## src/hw/rtl/tlc_pkg.sv

```systemverilog
// ----------------------------------------------------------------------------
// tlc_pkg
// shared types, register codes and helpers of the two-way lru cache lookup
// ----------------------------------------------------------------------------
package tlc_pkg;

    localparam int ADDR_FIELD_W = 32;
    localparam int CFG_W        = 4;
    localparam int CFG_IDX_W    = 1;
    localparam int SET_OUT_W    = 8;
    localparam int CNT_W        = 32;
    // widest set number that a 4-bit set count register can select
    localparam int RAW_IDX_W    = (1 << CFG_W) - 1;

    localparam logic [CFG_W-1:0] BLOCK_SIZE_LOG2_RST = 4'd4;
    localparam logic [CFG_W-1:0] SET_COUNT_LOG2_RST  = 4'd8;

    typedef enum logic [CFG_IDX_W-1:0] {
        REG_BLOCK_SIZE_LOG2 = 1'b0,
        REG_SET_COUNT_LOG2  = 1'b1
    } t_reg_idx;

    typedef struct packed {
        logic                    hit;
        logic [SET_OUT_W-1:0]    set_index;
        logic [ADDR_FIELD_W-1:0] block_address;
        logic                    filled_way;
        logic [CNT_W-1:0]        access_count;
        logic [CNT_W-1:0]        miss_count;
    } t_result;

    typedef struct packed {
        logic req_pop;
        logic res_push;
        logic clearing;
    } t_back_ctl;

    function automatic logic [CNT_W-1:0] sat_inc(input logic [CNT_W-1:0] v);
        return (v == '1) ? v : v + 1'b1;
    endfunction

endpackage

```

## src/hw/rtl/tlc_front.sv

```systemverilog
// ----------------------------------------------------------------------------
// tlc_front
// config registers, block address and set number of each accepted address
// ----------------------------------------------------------------------------
module tlc_front import tlc_pkg::*; #(
    parameter int SETS   = 256,
    parameter int ADDR_W = 32
) (
    input  logic                                  i_clk,
    input  logic                                  i_rst_n,
    input  logic                                  i_cfg_wr_en,
    input  logic [CFG_IDX_W-1:0]                  i_cfg_addr,
    input  logic [CFG_W-1:0]                      i_cfg_wr_data,
    input  logic                                  i_valid,
    input  logic [ADDR_FIELD_W-1:0]               i_address,
    output logic                                  o_valid,
    output logic [ADDR_FIELD_W-1:0]               o_blk_addr,
    output logic [((SETS > 1) ? $clog2(SETS) : 1)-1:0] o_set_idx,
    output logic [1:0]                            o_busy
);

    localparam int AW    = (ADDR_W < ADDR_FIELD_W) ? ADDR_W : ADDR_FIELD_W;
    localparam int SW    = (SETS > 1) ? $clog2(SETS) : 1;
    localparam int LOG_D = $clog2(SETS);
    // reciprocal of SETS, exact for every raw set number
    localparam int K     = RAW_IDX_W + LOG_D;
    localparam int M_W   = K + 1;
    localparam longint unsigned M_FULL =
        ((64'd1 << K) + 64'(SETS) - 64'd1) / 64'(SETS);
    localparam logic [M_W-1:0] M_C = M_W'(M_FULL);
    localparam int D_W = 17;
    localparam logic [D_W-1:0] SETS_C = D_W'(SETS);
    localparam logic [ADDR_FIELD_W-1:0] AMASK = 32'hFFFF_FFFF >> (ADDR_FIELD_W - AW);

    logic [CFG_W-1:0]               r_block_size_log2;
    logic [CFG_W-1:0]               r_set_count_log2;

    logic [ADDR_FIELD_W-1:0]        w_addr;
    logic [ADDR_FIELD_W-1:0]        w_blk_num;
    logic [RAW_IDX_W-1:0]           w_raw_mask;

    logic                           r_a_valid;
    logic [ADDR_FIELD_W-1:0]        r_a_blk;
    logic [RAW_IDX_W-1:0]           r_a_raw;
    logic [RAW_IDX_W+M_W-1:0]       w_prod_a;

    logic                           r_b_valid;
    logic [ADDR_FIELD_W-1:0]        r_b_blk;
    logic [RAW_IDX_W-1:0]           r_b_raw;
    logic [RAW_IDX_W-1:0]           r_b_quo;
    logic [RAW_IDX_W+D_W-1:0]       w_prod_b;
    logic [RAW_IDX_W+D_W-1:0]       w_rem;

    always_ff @(posedge i_clk) begin
        if (!i_rst_n) begin
            r_block_size_log2 <= BLOCK_SIZE_LOG2_RST;
            r_set_count_log2  <= SET_COUNT_LOG2_RST;
        end else if (i_cfg_wr_en) begin
            unique case (t_reg_idx'(i_cfg_addr))
                REG_BLOCK_SIZE_LOG2: r_block_size_log2 <= i_cfg_wr_data;
                REG_SET_COUNT_LOG2:  r_set_count_log2  <= i_cfg_wr_data;
                default: ;
            endcase
        end
    end

    // block number, block address and set number before the modulo
    always_comb begin
        w_addr     = i_address & AMASK;
        w_blk_num  = w_addr >> r_block_size_log2;
        w_raw_mask = (RAW_IDX_W'(1) << r_set_count_log2) - RAW_IDX_W'(1);
    end

    assign w_prod_a = {{M_W{1'b0}}, r_a_raw} * {{RAW_IDX_W{1'b0}}, M_C};
    assign w_prod_b = {{D_W{1'b0}}, r_b_quo} * {{RAW_IDX_W{1'b0}}, SETS_C};
    assign w_rem    = {{D_W{1'b0}}, r_b_raw} - w_prod_b;

    always_ff @(posedge i_clk) begin
        if (!i_rst_n) begin
            r_a_valid <= 1'b0;
            r_b_valid <= 1'b0;
        end else begin
            r_a_valid <= i_valid;
            r_b_valid <= r_a_valid;
        end
    end

    always_ff @(posedge i_clk) begin
        r_a_blk <= w_blk_num << r_block_size_log2;
        r_a_raw <= w_blk_num[RAW_IDX_W-1:0] & w_raw_mask;
        r_b_blk <= r_a_blk;
        r_b_raw <= r_a_raw;
        r_b_quo <= w_prod_a[K +: RAW_IDX_W];
    end

    assign o_valid    = r_b_valid;
    assign o_blk_addr = r_b_blk;
    assign o_set_idx  = w_rem[SW-1:0];
    assign o_busy     = {1'b0, r_a_valid} + {1'b0, r_b_valid};

endmodule

```

## config.mk

```make
export PLATFORM = sky130hd
export DESIGN_NAME = tlc_front
export DESIGN_NICKNAME = d
export VERILOG_FILES = /design/src/hw/rtl/tlc_pkg.sv /design/src/hw/rtl/tlc_front.sv
export SDC_FILE = /design/constraint.sdc
export NUM_CORES = 1
export LEC_CHECK = 0
export ABC_CLOCK_PERIOD_IN_PS = 2850
export BUFFER_PORTS_ARGS = -buffer_cell sky130_fd_sc_hd__buf_2
export CAP_MARGIN = 20
export CORE_ASPECT_RATIO = 1.5
export CORE_MARGIN = 5
export CORE_UTILIZATION = 45
export CTS_BUF_LIST = sky130_fd_sc_hd__clkbuf_8
export CTS_CLUSTER_DIAMETER = 200
export CTS_CLUSTER_SIZE = 14
export DETAILED_ROUTE_END_ITERATION = 8
export PLACE_DENSITY = 0.72
export SLEW_MARGIN = 20
export SYNTH_ARGS = -nofsm -noshare
export SYNTH_HDL_FRONTEND = slang
export SYNTH_SLANG_ARGS = --single-unit
```

## constraint.sdc

```tcl
create_clock -name i_clk -period 2.85 [get_ports i_clk]
set_input_delay 0 -clock i_clk [delete_from_list [all_inputs] [get_ports i_clk]]
set_output_delay 0 -clock i_clk [all_outputs]
set_load 0.005 [all_outputs]
```

Yosys cells after proc, flatten, opt, wreduce, memory -nomap -nowiden
Index checks and enable logic that the tools add are counted.

word-level totals
  input port bits = 41
  bits in registers = 90

operators by class
  reduce and logical (&&, ||, !) cells = 2
  shifts and indexed selects = 3
  bitwise gates (word level) = 2
  add/subtract/negate cells = 3

operators with widths
  kind                 number
  $shl 32x4->32        1
  $shr 32x4->32        1
  $and 8x8->8          1
  $shl 1x4->8 const A  1
  $sub 8x1->8 const B  1
  $sub 8x2->8 const B  1
  $reduce_and 2->1     2
  $add 1x1->2          1
  $not 1->1            1

Longest topological paths before layout
  word-level depth = 3
  gate-level depth with buffers = 11
  mapped depth without buffers = 7

Worst setup path before layout
Ideal clock, no wire load.

  path kind = reg-to-reg
  start point = register r_block_size_log2[1]
  end point = register r_a_blk[13]
  buffers on the path = 1
  cell stages (with the launch flop) = 8
  period minus slack after synthesis = 2205 ps
  arrival time = 2068 ps
  slack = 645 ps
  cells stage by stage = dfxtp_1 -> buf_6 -> mux4_2 -> mux2_4 -> a311oi_2 -> nand4_1 -> a21oi_1 -> a31oi_1

on the way
  word-level cells in the longest chain between the ends = 2

RTL lines
  item                    line             source
  from (decl)             tlc_front.sv:35  logic [CFG_W-1:0] r_block_size_log2;
  from (signal assigned)  tlc_front.sv:60  REG_BLOCK_SIZE_LOG2: r_block_size_log2 <= i_cfg_wr_data;
  $shr 32x4->32           tlc_front.sv:70  w_blk_num = w_addr >> r_block_size_log2;
  $shl 32x4->32 *         tlc_front.sv:89  r_a_blk <= w_blk_num << r_block_size_log2;
  to (signal assigned)    tlc_front.sv:89
  to (decl)               tlc_front.sv:43  logic [ADDR_FIELD_W-1:0] r_a_blk;

Mark *: on every way between the ends. The rest lies on a longest branch, timed or not.
A chain may end at the register's enable or synchronous reset.

Worst setup path after layout
  start point = register r_block_size_log2[0]
  end point = register r_a_blk[13]

Same word-level chain as after synthesis.

==> impl_metrics.toml <==
[run_status]
status = "finished clean"

[grt]
grt_pass1_vias = 2990
antenna_found_initial = 0
grt_overflow = 0
grt_pass1_wl_microns = 15000
grt_max_degree = 32
grt_use_total_pct = 18.3

[floorplan]
rows = 41
io_pins = 84
dieHeight_microns = 124
chipWidth_microns = 86.1
initial_core_util_pct = 46.2
core_area_sq_um = 8460
dieArea_sq_um = 10700

[yosys]
ys_warn_count = 0
netlist_area_sq_um = 3910
synth.area.top_cells = "dfxtp_1 46%, mux4_2 12%, mux2i_1 6.4%"
synth_most_common_cell = "dfxtp_1"
synth.top_cell.area_share_pct = 46.1
synthTopCellsByCount = "90 x dfxtp_1, 28 x clkbuf_1, 26 x nand2_1, 25 x mux2i_1, 22 x nor2_1"
ys_ff_latch = 90
synth_edf_count = 0
postSynthCellCount = 351
yosysTopAreaCell = "dfxtp_1"
synthArstFlopShare_pct = 0
synth_fp_nets = 394
synth_ff_type = "dfxtp_1"
synth.avg_cell_area_sq_um = 11.1
synth.distinct_cells = 49
synth-seq-area-share_pct = 46.1

[detailed_routing]
dr.pass1.iters = 5
drc = 0
routed_wirelength_microns = 9360
vias = 3060
wire_per_inst_microns = 16.8
antenna_left = 0
viasPerCell = 5.48
drtIter0Drc = 181

[flow_run]
cap_violations = 0

[timing]
skew_ps = 4.44
fmax_mhz = 405
final.min_clock_period_ps = 2470
tightest_slew_ps = 610
slew_headroom_pct = 59.3
hold_viol_final = 0
slew_viol_final = 0
fin_crit_sh_pct = 86.6
rsz0062_at_grt = "no"
finalSetupTns_ps = 0
setup_viol = 0

[final_layout]
seqCellArea_sq_um = 1800
multi_input_area_sq_um = 1910
fillCellCount = 708
fin_nets = 490
design_area_sq_um = 4910
diodes = 0
area_growth_pct = 25.6
drive_gt1_share_pct = 32.6

[power]
p_seq_share_pct = 49.8
ir_drop_mv = 0.477
comb_power_share_pct = 18.0
switching_share_pct = 24.5
power.density_nw_per_um2 = 586
p_int_mw = 2.17
clkPwrFrac_pct = 32.1
p_leak_nw = 2.13
power_switching_mw = 0.704

[setup_path]
crit_path_start_kind = "register"
critPathBufInv = 1
path_max_fanout = 26
end_kind = "register"
critPathSlowestCell = "dfxtp_2"
max_stage_delay_ps = 720
cp_top_family = "flip-flops"
critical_path_arrival_ps = 2700
cp.required_ps = 3080
path_cells = "buf_4, mux2_4, a311oi_2, nand4_1, a21oi_1, a31oi_1"
criticalPathCategory = "register to register"

[clock_network]
clk_pin_slew_ps = 80
cts_buffer_depth = 2
cts.sinks = 90
cts-htree-levels = 3
root_buffer = "clkbuf_8"
cts_buffers = 9
cts.repair.resized = 0
clock_latency_ps = 350
cts_tree = "built"

[min_path]
hp-class = "input port to register"

[placed_design]
port-buffer-count = 83
hpwl_microns = 6650
dpl_cell_area_sq_um = 4350
gp_congestion = 0.957
## cell families after synthesis
group / synth area share (%)
AOI/OAI and AO/OA: 9.35
xor gates and xnor gates: 0.224
adders and majority gates: 0.640
buffers and inverters: 4.99
DFF: 46.1
muxes: 26.6
and+or+nand+nor: 12.1
## through the flow
| stage | std cells | utilization, % | power (mW) | worst slack (ps) | hold slack, ps |
|---|---|---|---|---|---|
| 6_report | 558 | 58.0 | 2.88 | 381 | 46.1 |
| 5_1_grt | 558 | 58.0 | 3.02 | 202 | 62.2 |
| 4_1_cts | 558 | 58.0 | 2.91 | 406 | 15.7 |
| 3_5_place_dp | 509 | 51.4 | 1.94 | 414 | 104 |
| 3_3_place_gp | 509 | 51.4 | 1.93 | 468 | 103 |
| 2_1_floorplan | 351 | - | 1.76 | 645 | 61.9 |
## registers in the layout, summed over array words and instances (netlist names)
register           cells
o_blk_addr            32
r_a_blk               32
r_a_raw                8
r_b_raw                8
r_block_size_log2      4
r_set_count_log2       4
o_valid                1
r_a_valid              1
## repair_timing
item / in CTS / in global routing
endpoints found under the hold margin: 32 / 0
buffers inserted: 0 / 0
hold buffers: 34 / 0
## power groups by stage
stage               Combinational [mW]  Sequential (mW)  Clock [mW]
floorplan                        0.301             1.46           0
global placement                 0.472             1.46           0
detailed placement               0.480             1.47           0
CTS                              0.517             1.43       0.956
global route                     0.563             1.45        1.01
finish                           0.518             1.43       0.924
## routing by layer
metal | GRT usage (%) | wire length, microns | part of all wire, %
met1 | 21.9 | 3740 | 40
met2 | 30.3 | 4740 | 51
met3 | 4.57 | 654 | 7.0
met4 | 9.21 | 230 | 2.5
met5 | 0 | 0 | 0
## placed cells by master (no fill, tap or decap), drive strengths merged, types with 3 or more instances in the layout
cell type,synthesis,final
or2,5,5
clkbuf,28,10
mux4,29,29
dfxtp,90,90
nor2b,8,8
and2,4,4
buf,14,93
nor3,5,5
inv,3,4
nor2,22,22
nand3,10,10
nand2,26,26
a31oi,6,6
nor4b,3,3
a21oi,7,7
mux2i,26,26
a21boi,4,4
o22ai,4,4
mux2,8,8
nand2b,6,6
o21ai,12,12
o211ai,5,5
dlygate4sd3,0,34
## worst min-delay path, stage by stage
cell and delay [ps]:
buf_2 160, nand3b_1 110, o211ai_1 80
## final cells by class
| class | instances | share of cell area, % |
|---|---|---|
| multi-input combinational | 216 | 38.9 |
| clock buffer | 10 | 2.80 |
| sequential | 90 | 36.7 |
| clock inverter | 5 | 1.63 |
| inverter | 3 | 0.229 |
| timing repair buffer | 127 | 16.9 |
| tap | 107 | 2.73 |
## path summary, 6_finish.rpt
kind / cells past startpoint / startpoint / to / slack (ps)
worst max-delay path: 6 / r_block_size_log2[0] / r_a_blk[13] / 380
worst min-delay path: 3 / i_address[9] / r_a_blk[9] / 50
worst max register to register: 6 / r_block_size_log2[0] / r_a_blk[13] / 380
worst min register to register: 0 / r_a_blk[28] / o_blk_addr[28] / 330
Power figures use the tool's default switching activity.
