$ cat config.mk
export PLATFORM = sky130hd
export DESIGN_NAME = tlc_fifo
export DESIGN_NICKNAME = d
export VERILOG_FILES = /design/src/hw/rtl/tlc_fifo.sv
export SDC_FILE = /design/constraint.sdc
export NUM_CORES = 1
export LEC_CHECK = 0
export BUFFER_PORTS_ARGS = -buffer_cell sky130_fd_sc_hd__buf_4
export CELL_PAD_IN_SITES_DETAIL_PLACEMENT = 0
export CELL_PAD_IN_SITES_GLOBAL_PLACEMENT = 1
export CORE_MARGIN = 3
export CORE_UTILIZATION = 50
export DETAILED_ROUTE_END_ITERATION = 7
export PLACE_DENSITY = 0.83
export REMOVE_ABC_BUFFERS = 1
export SYNTH_ARGS = -nofsm -noshare
export SYNTH_HDL_FRONTEND = slang
export SYNTH_SLANG_ARGS = --single-unit
export TNS_END_PERCENT = 10
$ cat constraint.sdc
create_clock -name i_clk -period 5.7 [get_ports i_clk]
set_input_delay 0.57 -clock i_clk [delete_from_list [all_inputs] [get_ports i_clk]]
set_output_delay 0.57 -clock i_clk [all_outputs]
set_load 0.1 [all_outputs]
$ cat src/hw/rtl/tlc_fifo.sv
// ----------------------------------------------------------------------------
// tlc_fifo
// small first-in first-out buffer with occupancy count
// ----------------------------------------------------------------------------
module tlc_fifo #(
    parameter int WIDTH = 8,
    parameter int DEPTH = 4
) (
    input  logic                           i_clk,
    input  logic                           i_rst_n,
    input  logic                           i_push,
    input  logic [WIDTH-1:0]               i_data,
    input  logic                           i_pop,
    output logic [WIDTH-1:0]               o_data,
    output logic                           o_empty,
    output logic [$clog2(DEPTH+1)-1:0]     o_count
);

    localparam int PTR_W = (DEPTH > 1) ? $clog2(DEPTH) : 1;
    localparam int CNT_W = $clog2(DEPTH + 1);

    logic [WIDTH-1:0] r_mem [DEPTH];
    logic [PTR_W-1:0] r_wr_ptr;
    logic [PTR_W-1:0] r_rd_ptr;
    logic [CNT_W-1:0] r_count;
    logic             w_push_ok;
    logic             w_pop_ok;

    assign w_push_ok = i_push && (r_count != CNT_W'(DEPTH));
    assign w_pop_ok  = i_pop && (r_count != '0);

    always_ff @(posedge i_clk) begin
        if (!i_rst_n) begin
            r_wr_ptr <= '0;
            r_rd_ptr <= '0;
            r_count  <= '0;
        end else begin
            if (w_push_ok) begin
                r_wr_ptr <= (r_wr_ptr == PTR_W'(DEPTH - 1)) ? '0 : r_wr_ptr + 1'b1;
            end
            if (w_pop_ok) begin
                r_rd_ptr <= (r_rd_ptr == PTR_W'(DEPTH - 1)) ? '0 : r_rd_ptr + 1'b1;
            end
            if (w_push_ok && !w_pop_ok) begin
                r_count <= r_count + 1'b1;
            end else if (w_pop_ok && !w_push_ok) begin
                r_count <= r_count - 1'b1;
            end
        end
    end

    always_ff @(posedge i_clk) begin
        if (w_push_ok) begin
            r_mem[r_wr_ptr] <= i_data;
        end
    end

    assign o_data  = r_mem[r_rd_ptr];
    assign o_empty = (r_count == '0);
    assign o_count = r_count;

endmodule

-- After elaboration in Yosys (flattened, before gate mapping)
Memory sizes are Yosys's and may differ from the RTL's. A register that Yosys moved wholly into a read port is not among the register bits.
Index checks and enable logic that the tools add are counted.
- bits in writable memories: 32
- input port bits: 12
- register bits: 7
- output and inout bits: 12
- memories: 1
- memory list (memory ; words ; width ; read ports ; clocked after Yosys merged registers in ; wr ports ; RTL line ; RTL):
    r_mem ; 4 ; 8 ; 1 ; 1 ; 1 ; 22 ; logic [WIDTH-1:0] r_mem [DEPTH];
- reductions and logical operators: 9
- add/subtract/negate cells: 4
- multiplexer cells: 8
- equality and inequality tests: 3
- operators with widths (kind ; count):
    2-bit two-way mux ; 4
    3-bit two-way mux ; 2
    2-bit by 1-bit adder with 2-bit output (second input constant) ; 2
    2-bit == test (second input constant) ; 2
    1-bit logical AND ; 4
    3-bit by 1-bit adder with 3-bit output (second input constant) ; 1
    3-bit logical NOT ; 1
    3-bit != test (second input constant) ; 1
    3-bit nonzero test ; 1
    3-bit by 1-bit subtractor with 3-bit output (second input constant) ; 1
    1-bit logical NOT ; 2
    1-bit two-way mux ; 2
    2-bit nonzero test ; 1

-- Depth between registers and ports, before layout
Gate-level depths: netlist of the first run.
- word-level depth: 6
- depth in mapped cells: 8

-- Worst setup path before layout of the first run
Ideal clock, no wire load.
- path type: register -> output
- from: register r_count[0] (netlist: o_count[0])
- to: output o_empty
- slack: 2.166 ns
- arrival: 2.964 ns
- required time: 5.130 ns
- stages on the path, launching flop included: 2
- path through: dfxtp_1 nor3_1
- cells in the longest elaborated chain, start to end: 1
- ends and longest elaborated chain (item ; RTL line ; RTL):
    from (decl) ; 25 ; logic [CNT_W-1:0] r_count;
    from (signal assigned) ; 45 ; r_count <= r_count + 1'b1;
    from (signal assigned) ; 47 ; r_count <= r_count - 1'b1;
    3-bit logical NOT ; 59 ; assign o_empty = (r_count == '0);
    to (decl) ; 15 ; output logic o_empty,
Every way passes these cells.

==> results of run 1 <==
layout make-up:
cell class / count / area (um^2)
Fill cell: 256 / 1191
Timing Repair Buffer: 23 / 172.7
Multi-Input combinational cell: 45 / 480.5
Tap cell: 44 / 55.05
Clock buffer: 6 / 41.29
Clock inverter: 2 / 10.01
Inverter: 3 / 11.26
Sequential cell: 41 / 1141
metal layers:
layer / wire length [um] / global-route usage [%] / part of all wire, % / vias to the layer above
li1: - / - / - / 401
met1: 1040 / 15.38 / 41 / 408
met2: 1364 / 25.16 / 53 / 17
met3: 114 / 4.278 / 4.4 / 6
met4: 46 / 7.278 / 1.8 / 0
met5: 0 / 0 / 0 / -
sequential cells by signal, summed over array words and instances (netlist names), named ones only:
| name | cells |
|---|---|
| r_rd_ptr | 2 |
| r_mem | 32 |
| r_wr_ptr | 2 |
| o_count | 3 |
per-stage QoR:
stage / instance area (um^2) / hold WS, ns
3_5_place_dp: 1861 / 0.4928
6_report: 1912 / 0.4308
2_1_floorplan: 1633 / 0.4677
3_3_place_gp: 1861 / 0.4938
5_1_grt: 1912 / 0.4048
4_1_cts: 1912 / 0.4219
critical path, stage by stage (launching register included):
cell     delay (ns)
dfxtp_1        0.69
mux4_2         0.58
buf_4          0.25
layout by cell type, fill, tap and decap left out:
cell       n
nor2_1     2
o21ai_0    3
buf_4     23
clkbuf_1   1
mux2i_1    3
and2_1     5
xnor2_1    1
nor3_1     1
ha_1       6
nand3_1    2
mux4_2     8
a21boi_1   1
xor2_1     1
a21boi_4   1
nand2_1    6
o31ai_4    1
edfxtp_1  32
clkbuf_4   5
clkinv_2   2
nor2_2     1
or3_1      1
dfxtp_1    9
inv_1      3
nor2b_1    1
fa_1       1
worst max-delay path by stage:
| stage | start | to | slack (ns) | depth (start not counted) |
|---|---|---|---|---|
| after floorplan | o_count[0] | o_empty | 2.17 | 1 |
| after global placement | i_push | o_count[2] | 3.54 | 8 |
| after detailed placement | i_push | o_count[2] | 3.48 | 8 |
| after CTS | flop | o_data[0] | 3.21 | 2 |
| after global routing | flop | o_data[2] | 3.13 | 2 |
| final | flop | o_data[3] | 3.28 | 2 |
kinds of logic (layout without fill, tap and decap cells):
kind of cell               after synthesis  in the layout  share of synthesized area [%]
DFF                                     41             41                          69.04
muxes                                   11             11                          12.72
xor gates and xnor gates                 2              2                          1.060
AOI/OAI and AO/OA                        6              6                          3.785
adders and majority gates                7              7                          5.753
and+or+nand+nor                         19             19                          5.754
buffers and inverters                    6             34                          1.892
==> results.md, run 1 <==
- Post-layout worst setup margin: 3.280 ns
- Most repeated cell in the gate-level netlist after synthesis: edfxtp_1
- Endpoint of the worst-slack reg-to-reg timing path: o_count[2]
- Most instantiated flip-flop cell in the synthesis netlist: edfxtp_1
- IO Pins: 24
- Pin count of the biggest net entering global routing: 13
- Number of warning messages in the yosys log: 0
- Class of the tightest hold or removal check: in -> reg
- Status: completed
- CTS resizes: 0
- Number of buffers created by CTS: 5
- Post-detailed-routing wire length: 2566 um
- Hold violation total from the final report: 0
- Per-cell routed wire length: 15.65 um
- Total gr overflow: 0
- Final layout net count: around 140
- Pin slew with the least headroom to its limit: approximately 0.55 ns
- Effective utilization at floorplan: between 50% and 60%
- CTS root buffer: clkbuf_4
- GRT Total Usage: 14.29%
- Floorplan row count: 20
- Share of cells above drive strength 1: around 34%
- Number of antenna violations at the first check in global routing: 0
- Synth area leader: edfxtp_1
- DRC violation total after the first TritonRoute iteration: 20
- Unrepaired setup endpoints after global routing: false
- Overall via count from detail_route: 832
- Critical Path Source Type: flop
- Relative area change from synthesis to final layout: 15.67%
- Port Buf Inserts: 23
- Cell variety after synth: 24
- Clock-pin transition on the worst setup and hold timing paths: 0.11 ns
- Number of vias per cell after detailed routing: 5.073
- Launch instance of the worst register-to-register path: o_count[0]
- Depth of the CTS H-tree: 2
- Peak clock frequency supported by timing: 413.1 MHz
- Antenna diodes: 0
- Count of pins over their slew limit: 0
- Post-Synthesis Cell Area: approximately 0.0017 mm^2
- CTS tree: built
- Part of the Yosys area used for sequential elements: 69.04%
- Fraction of synthesized cell area taken by the top area cell type: 58.14%
- DIE HEIGHT: 63.50 um
- Util after Layout: about three fifths
- Worst Hold Depth: 1
- Placer's final routability congestion estimate: 0.6747
- Horizontal die dimension: 63.50 um
- Buffers inserted by post-CTS timing repair: 0
- End of the worst hold path: r_mem[1][4]
- Latest clock arrival within the worst-skew pair: 0.33 ns
- Post-synth EDFFs: 32
- FFs w/ async S/R, synth: 0%
- Data arrival at the endpoint of the critical path: 1.85 ns
- Highest net fanout along the worst path: 8
- Leading post-synthesis cells by instance count: edfxtp_1, dfxtp_1, mux4_2
- Maximum Capacitance Violations: 0
- TritonRoute pass-1 iters: 4
- Placement-stage worst setup slack: 3.483 ns
- Number of global-route vias before repair: 856
- Overall die area: 0.004032 mm^2
- Total clock sinks: 41
- Normalized max-slew margin: 63.19%
- Worst setup path category: reg -> out
- Required time at the endpoint of the critical path: just over 5 ns
- Setup-violating endpoint count in the final report: 0
- Top cells by area in the synthesized netlist: edfxtp_1, dfxtp_1, mux4_2, ha_1, and2_1
- Reg-to-reg slack, setup: about 3.5 ns
- Final routed DRC violation total: 0
- Launch point of the worst hold path: i_data[4]
- Antenna violation net count after detailed routing: 0
- Final worst clock skew: 0.005923 ns
- Period utilisation layout: 42.46%
- Sum of negative setup slack: 0 ns
- Hold-fix buffers, CTS: 0
- Logic depth of the worst register-to-register path: 8
- Clock Tree Buf Depth: 2
- Sort of element at the end of the critical path: output pin
- Cell count after synthesis: 92
- Wire length of the first global-routing pass: 4153 um
- Min Clock Period, post-route: 2.420 ns
- Total placed cells including tap cells: 156
- Syn avg cell area: ~18 um^2
- Core Region: around 0.0031 mm^2
- Flip-flop and latch count after synthesis: 41
- Non-filler cells, final: 164
Power of run 1 is not shown: default switching activity piles up to over one toggle a cycle in this logic, so the estimate is an artifact.
==> inputs of run 2 (changes only) <==
- CORE_UTILIZATION: 50 -> 47
- PLACE_DENSITY: 0.83 -> 0.78
- clock period: 5.7 -> 2.25 ns (I/O delays scaled with it)
==> run 2 against run 1 <==
Via count decreased by 0.36%. Clock skew down 0.0024 ns. Register-to-register slack worse by 3.4 ns. Design area rose by 0.98%. Setup slack got worse by 3.1 ns. Critical path depth rose by 5. Core utilization decreased by 1.3 points. Final cell count up 1.2%. Worst hold slack lost 0.35 ns. Count of clock-buffer cells in the layout is 1 lower.
==> results.md, run 2 (synthesis gave the netlist of run 1 again) <==
- CTS resizes: 0
- Most common cell after layout, fill and taps aside: edfxtp_1
- Largest stage delay on the critical path: 0.41 ns
- Reg-to-reg slack, setup: 0.14 ns
- Worst hold margin: about 0.083 ns
- Slowest library cell on the worst path: dfxtp_1
- Overall die area: 0.004264 mm^2
- Fill cell count: 249
- Final layout net count: 140
- Number of buffers created by CTS: 5
- Global routing's busiest layer: met2
- Global Route met3 Usage: 3.590%
- Highest net fanout along the worst path: 6
- DRC violation total after the first TritonRoute iteration: 36
- TritonRoute pass-1 iters: 3
- Sum of negative setup slack: 0 ns
- Peak clock frequency supported by timing: 474.7 MHz
- Data arrival at the endpoint of the critical path: 2.38 ns
- Unrepaired setup endpoints after global routing: false
- Port Buf Inserts: 23
- Required time at the endpoint of the critical path: 2.52 ns
- Met1 capacity usage during global routing: between 10% and 20%
- Overall via count from detail_route: around 830
- Launch instance of the worst register-to-register path: o_count[1]
- Clock Tree Buf Depth: 2
- Worst setup path category: reg -> reg
- Min Clock Period, post-route: 2.107 ns
- Hold-fix buffers, CTS: 0
- Final worst clock skew: 0.003496 ns
- Per-cell routed wire length: roughly 14 um
- Endpoint of the worst-slack reg-to-reg timing path: o_count[2]
- Total gr overflow: 0
- Depth of the CTS H-tree: 2
- Placer's final routability congestion estimate: 0.6404
- Final routed DRC violation total: 0
- Launch point of the worst hold path: i_data[7]
- IO Pins: 24
- Core Region: around 0.0032 mm^2
- Top register by number of flip-flops: r_mem
- Antenna diodes: 0
- Area used by multi-input combinational logic: 480.5 um^2
- Period utilisation layout: 93.63%
- Total placed cells including tap cells: 158
- Maximum Capacitance Violations: 0
- CTS tree: built
- Normalized max-slew margin: 70.31%
- Wire length of the first global-routing pass: 3712 um
- Antenna violation net count after detailed routing: 0
- Class of the tightest hold or removal check: in -> reg
- Status: completed
- Number of global-route vias before repair: 800
- Count of pins over their slew limit: 0
- End of the worst hold path: r_mem[0][7]
- GRT met2 Usage: 20.35%
- Sort of element at the end of the critical path: flop
- Hold violation total from the final report: 0
- Post-detailed-routing wire length: about 2400 um
- Total clock sinks: 41
- Share of cells above drive strength 1: ~36%
- DIE HEIGHT: between 60 and 70 um
- HPWL after detailed placement: 1710 um
- Logic depth of the worst register-to-register path: 7
- Horizontal die dimension: ~65 um
- Effective utilization at floorplan: around half
- Clock-pin transition on the worst setup and hold timing paths: approximately 0.11 ns
- Setup-violating endpoint count in the final report: 0
- Worst Hold Depth: 1
- Flip-flop count of the largest register, all copies and words added: 32
- Buffers inserted by post-CTS timing repair: 0
- CTS root buffer: clkbuf_4
- Floorplan row count: 20
- Critical Path Source Type: flop
- Number of vias per cell after detailed routing: around 5.0
- Pin slew with the least headroom to its limit: about 0.45 ns
- Top library cells by usage in the layout, fill and taps aside: edfxtp_1, buf_4, dfxtp_1
- GRT Total Usage: 12.23%
- Non-filler cells, final: ~170
- Relative area change from synthesis to final layout: 16.81%
- Pin count of the biggest net entering global routing: 14
- Cell-by-cell listing of the critical path: o31ai_4 > ha_1 > inv_1 > fa_1 > xor2_1 > or3_1 > a21boi_1
- Latest clock arrival within the worst-skew pair: 0.33 ns
- Area taken by flip-flops and latches: 0.001141 mm^2
- Number of antenna violations at the first check in global routing: 0
## run 2: final cells by class
class / instances / share of cell area [%]
Inverter: 3 / 0.5833
Timing Repair Buffer: 25 / 9.721
Clock inverter: 3 / 0.9073
Sequential cell: 41 / 59.11
Multi-Input combinational cell: 45 / 24.89
Tap cell: 44 / 2.852
Clock buffer: 5 / 1.944
## run 2: how the worst max path moves through the flow
stage                    start          to  slack [ns]  depth (start not counted)
finish              o_count[1]  o_count[2]        0.14                          7
global route        o_count[1]  o_count[2]        0.04                          7
CTS                 o_count[1]  o_count[2]        0.13                          7
detailed placement  o_count[1]  o_count[2]        0.17                          7
global placement    o_count[1]  o_count[2]        0.26                          7
floorplan           o_count[0]     o_empty       -0.94                          1
## run 2: critical path, delay by kind of cell, from the launching register on
family                     cells  cell delay, ns
and+or+nand+nor                1            0.30
adders and majority gates      2            0.62
buffers and inverters          1            0.06
xor gates and xnor gates       1            0.15
AOI/OAI and AO/OA              2            0.49
DFF                            1            0.41
## run 2: per-stage QoR
stage	area [um^2]	utilization [%]	worst slack [ns]
finish	1931	60.27	0.1434
global route	1931	60.27	0.03603
CTS	1931	60.27	0.1290
detailed placement	1876	58.55	0.1741
global placement	1876	58.55	0.2555
floorplan	1633	-	-0.9392
## run 2: routing by layer
layer | up-vias | part of all wire, % | routed length, um
li1 | 402 | - | -
met1 | 404 | 43 | 1014
met2 | 16 | 52 | 1230
met3 | 7 | 3.5 | 84
met4 | 0 | 2.3 | 54
met5 | - | 0 | 0
Power of run 2 is left out for the same reason.
==> inputs of run 3 (changes only) <==
- CORE_ASPECT_RATIO: default -> 1.75
- HOLD_SLACK_MARGIN: default -> 0.1
- SETUP_SLACK_MARGIN: default -> 0.1
==> run 3 against run 2 <==
Sequential cell count stayed put. Sequential share of layout area decreased by 1.2 points. Critical endpoint unchanged. Final cell count is 0.60% higher. Routed wire length increased by 0.71%. First-iteration DRC count decreased by 64%. Critical path type unchanged. Setup slack improved by 0.088 ns.
==> results.md, run 3 (synthesis gave the netlist of run 1 again) <==
- Status: completed
- Clock-pin transition on the worst setup and hold timing paths: 0.07 ns
- Max layer used: met4
- Top register by number of flip-flops: r_mem
- Met3 Routed Length: 99 um
- CTS tree: built
- Effective utilization at floorplan: about 51%
- Worst hold margin: approximately 0.14 ns
- Number of antenna violations at the first check in global routing: 0
- Peak clock frequency supported by timing: 495.3 MHz
- Post-detailed-routing wire length: 2400 um
- Clock Tree Buf Depth: 2
- IO Pins: 24
- Total gr overflow: 0
- Hold violation total from the final report: 0
- Post-Layout Inst Area: 0.001978 mm^2
- TritonRoute pass-1 iters: 4
- Horizontal die dimension: about 51 um
- Number of global-route vias before repair: 884
- GRT Total Usage: 13.19%
- Worst Hold Depth: 1
- Class of the tightest hold or removal check: in -> reg
- Share of cells above drive strength 1: 39.52%
- Per-cell routed wire length: 14.37 um
- Depth of the CTS H-tree: 2
- Min Clock Period, post-route: slightly above 2 ns
- CTS root buffer: clkbuf_8
- Placer's final routability congestion estimate: 0.6848
- Flip-flop count of the largest register, all copies and words added: 32
- Highest net fanout along the worst path: 6
- Logic depth of the worst register-to-register path: 7
- Port Buf Inserts: 23
- Latest clock arrival within the worst-skew pair: between 0.2 and 0.3 ns
- Floorplan row count: 27
- HPWL after detailed placement: 1787 um
- Number of vias per cell after detailed routing: slightly above 5
- Launch instance of the worst register-to-register path: o_count[2]
- Final layout net count: 142
- Final worst clock skew: between 0.004 and 0.005 ns
- Period utilisation layout: 89.73%
- Setup-violating endpoint count in the final report: 0
- Relative area change from synthesis to final layout: 19.68%
- Required time at the endpoint of the critical path: 2.46 ns
- Hold-fix buffers, CTS: 0
- DRC violation total after the first TritonRoute iteration: 13
- Core Region: 0.003243 mm^2
- Endpoint of the worst-slack reg-to-reg timing path: o_count[2]
- Pin slew with the least headroom to its limit: 0.4421 ns
- Unrepaired setup endpoints after global routing: false
- Antenna violation net count after detailed routing: 0
- End of the worst hold path: r_mem[2][2]
- Top library cells by usage in the layout, fill and taps aside: edfxtp_1, buf_4, mux4_2
- Length of routed wiring on met1: 884 um
- Antenna diodes: 0
- Total clock sinks: 41
- Overall die area: 0.004292 mm^2
- Sort of element at the end of the critical path: flop
- Detailed route wirelength on metal2: 1359 um
- Count of pins over their slew limit: 0
- Number of buffers created by CTS: 5
- Maximum Capacitance Violations: 0
- Fill cell count: 272
- Reg-to-reg slack, setup: approximately 0.23 ns
- Instance area after placement: around 0.0019 mm^2
- Worst setup path category: reg -> reg
- Launch point of the worst hold path: i_data[2]
- Data arrival at the endpoint of the critical path: 2.23 ns
- DIE HEIGHT: 84.45 um
- Wire length of the first global-routing pass: 4064 um
- Normalized max-slew margin: about 71%
- Critical Path Source Type: flop
- Final routed DRC violation total: 0
- Pin count of the biggest net entering global routing: 13
- Overall via count from detail_route: 856
- Most common cell after layout, fill and taps aside: edfxtp_1
-- run 3: cell types whose count changed in the layout (fill, tap and decap cells not counted), sizes merged --
cell      change
clkbuf        +1
clkinvlp      -1
buf           +2
-- run 3: metal layers --
layer	up-vias	track usage, %
met4	0	7.353
met3	5	3.908
met1	422	13.70
li1	407	-
met2	22	22.98
met5	-	0
-- run 3: layout make-up --
cell class                      count  area (um^2)  share of cell area [%]
Sequential cell                    41         1145                   57.87
Timing Repair Buffer               27        202.7                   10.25
Tap cell                           43        53.80                   2.720
Clock inverter                      2        10.01                  0.5060
Inverter                            3        11.26                  0.5693
Clock buffer                        6        72.57                   3.669
Multi-Input combinational cell     45        483.0                   24.41
-- run 3: metrics by stage --
step / setup slack (ns) / setup TNS, ns / cells / util [%]
after floorplan: -0.9392 / -1.590 / 89 / -
after global placement: 0.2506 / 0 / 158 / 58.02
after detailed placement: 0.1355 / 0 / 158 / 58.02
after CTS: 0.1269 / 0 / 166 / 60.57
after global routing: 0.1253 / 0 / 167 / 61.00
final: 0.2310 / 0 / 167 / 61.00
-- run 3: worst max-delay path: stages (launching register included) --
cell and delay (ns):
dfxtp_2 0.37, o31ai_4 0.30, ha_2 0.24, inv_1 0.05, fa_1 0.38, xor2_1 0.16
or3_1 0.31, a21boi_1 0.14
-- run 3: repair_timing --
| item | 4_1_cts | 5_1_grt |
|---|---|---|
| resized for setup | 0 | 4 |
| buffers inserted | 0 | 1 |
| endpoints found under the hold margin | 0 | 0 |
| setup endpoints to repair | 0 | 1 |
-- run 3: worst max-delay path by stage --
| stage | end | cells after the start | slack, ns | from |
|---|---|---|---|---|
| after global placement | o_count[2] | 7 | 0.25 | o_count[1] |
| after CTS | o_count[2] | 7 | 0.13 | o_count[1] |
| after detailed placement | o_count[2] | 7 | 0.14 | o_count[1] |
| after global routing | o_count[2] | 7 | 0.13 | o_count[2] |
| final | o_count[2] | 7 | 0.23 | o_count[2] |
| after floorplan | o_empty | 1 | -0.94 | o_count[0] |
Power of run 3 is left out for the same reason.
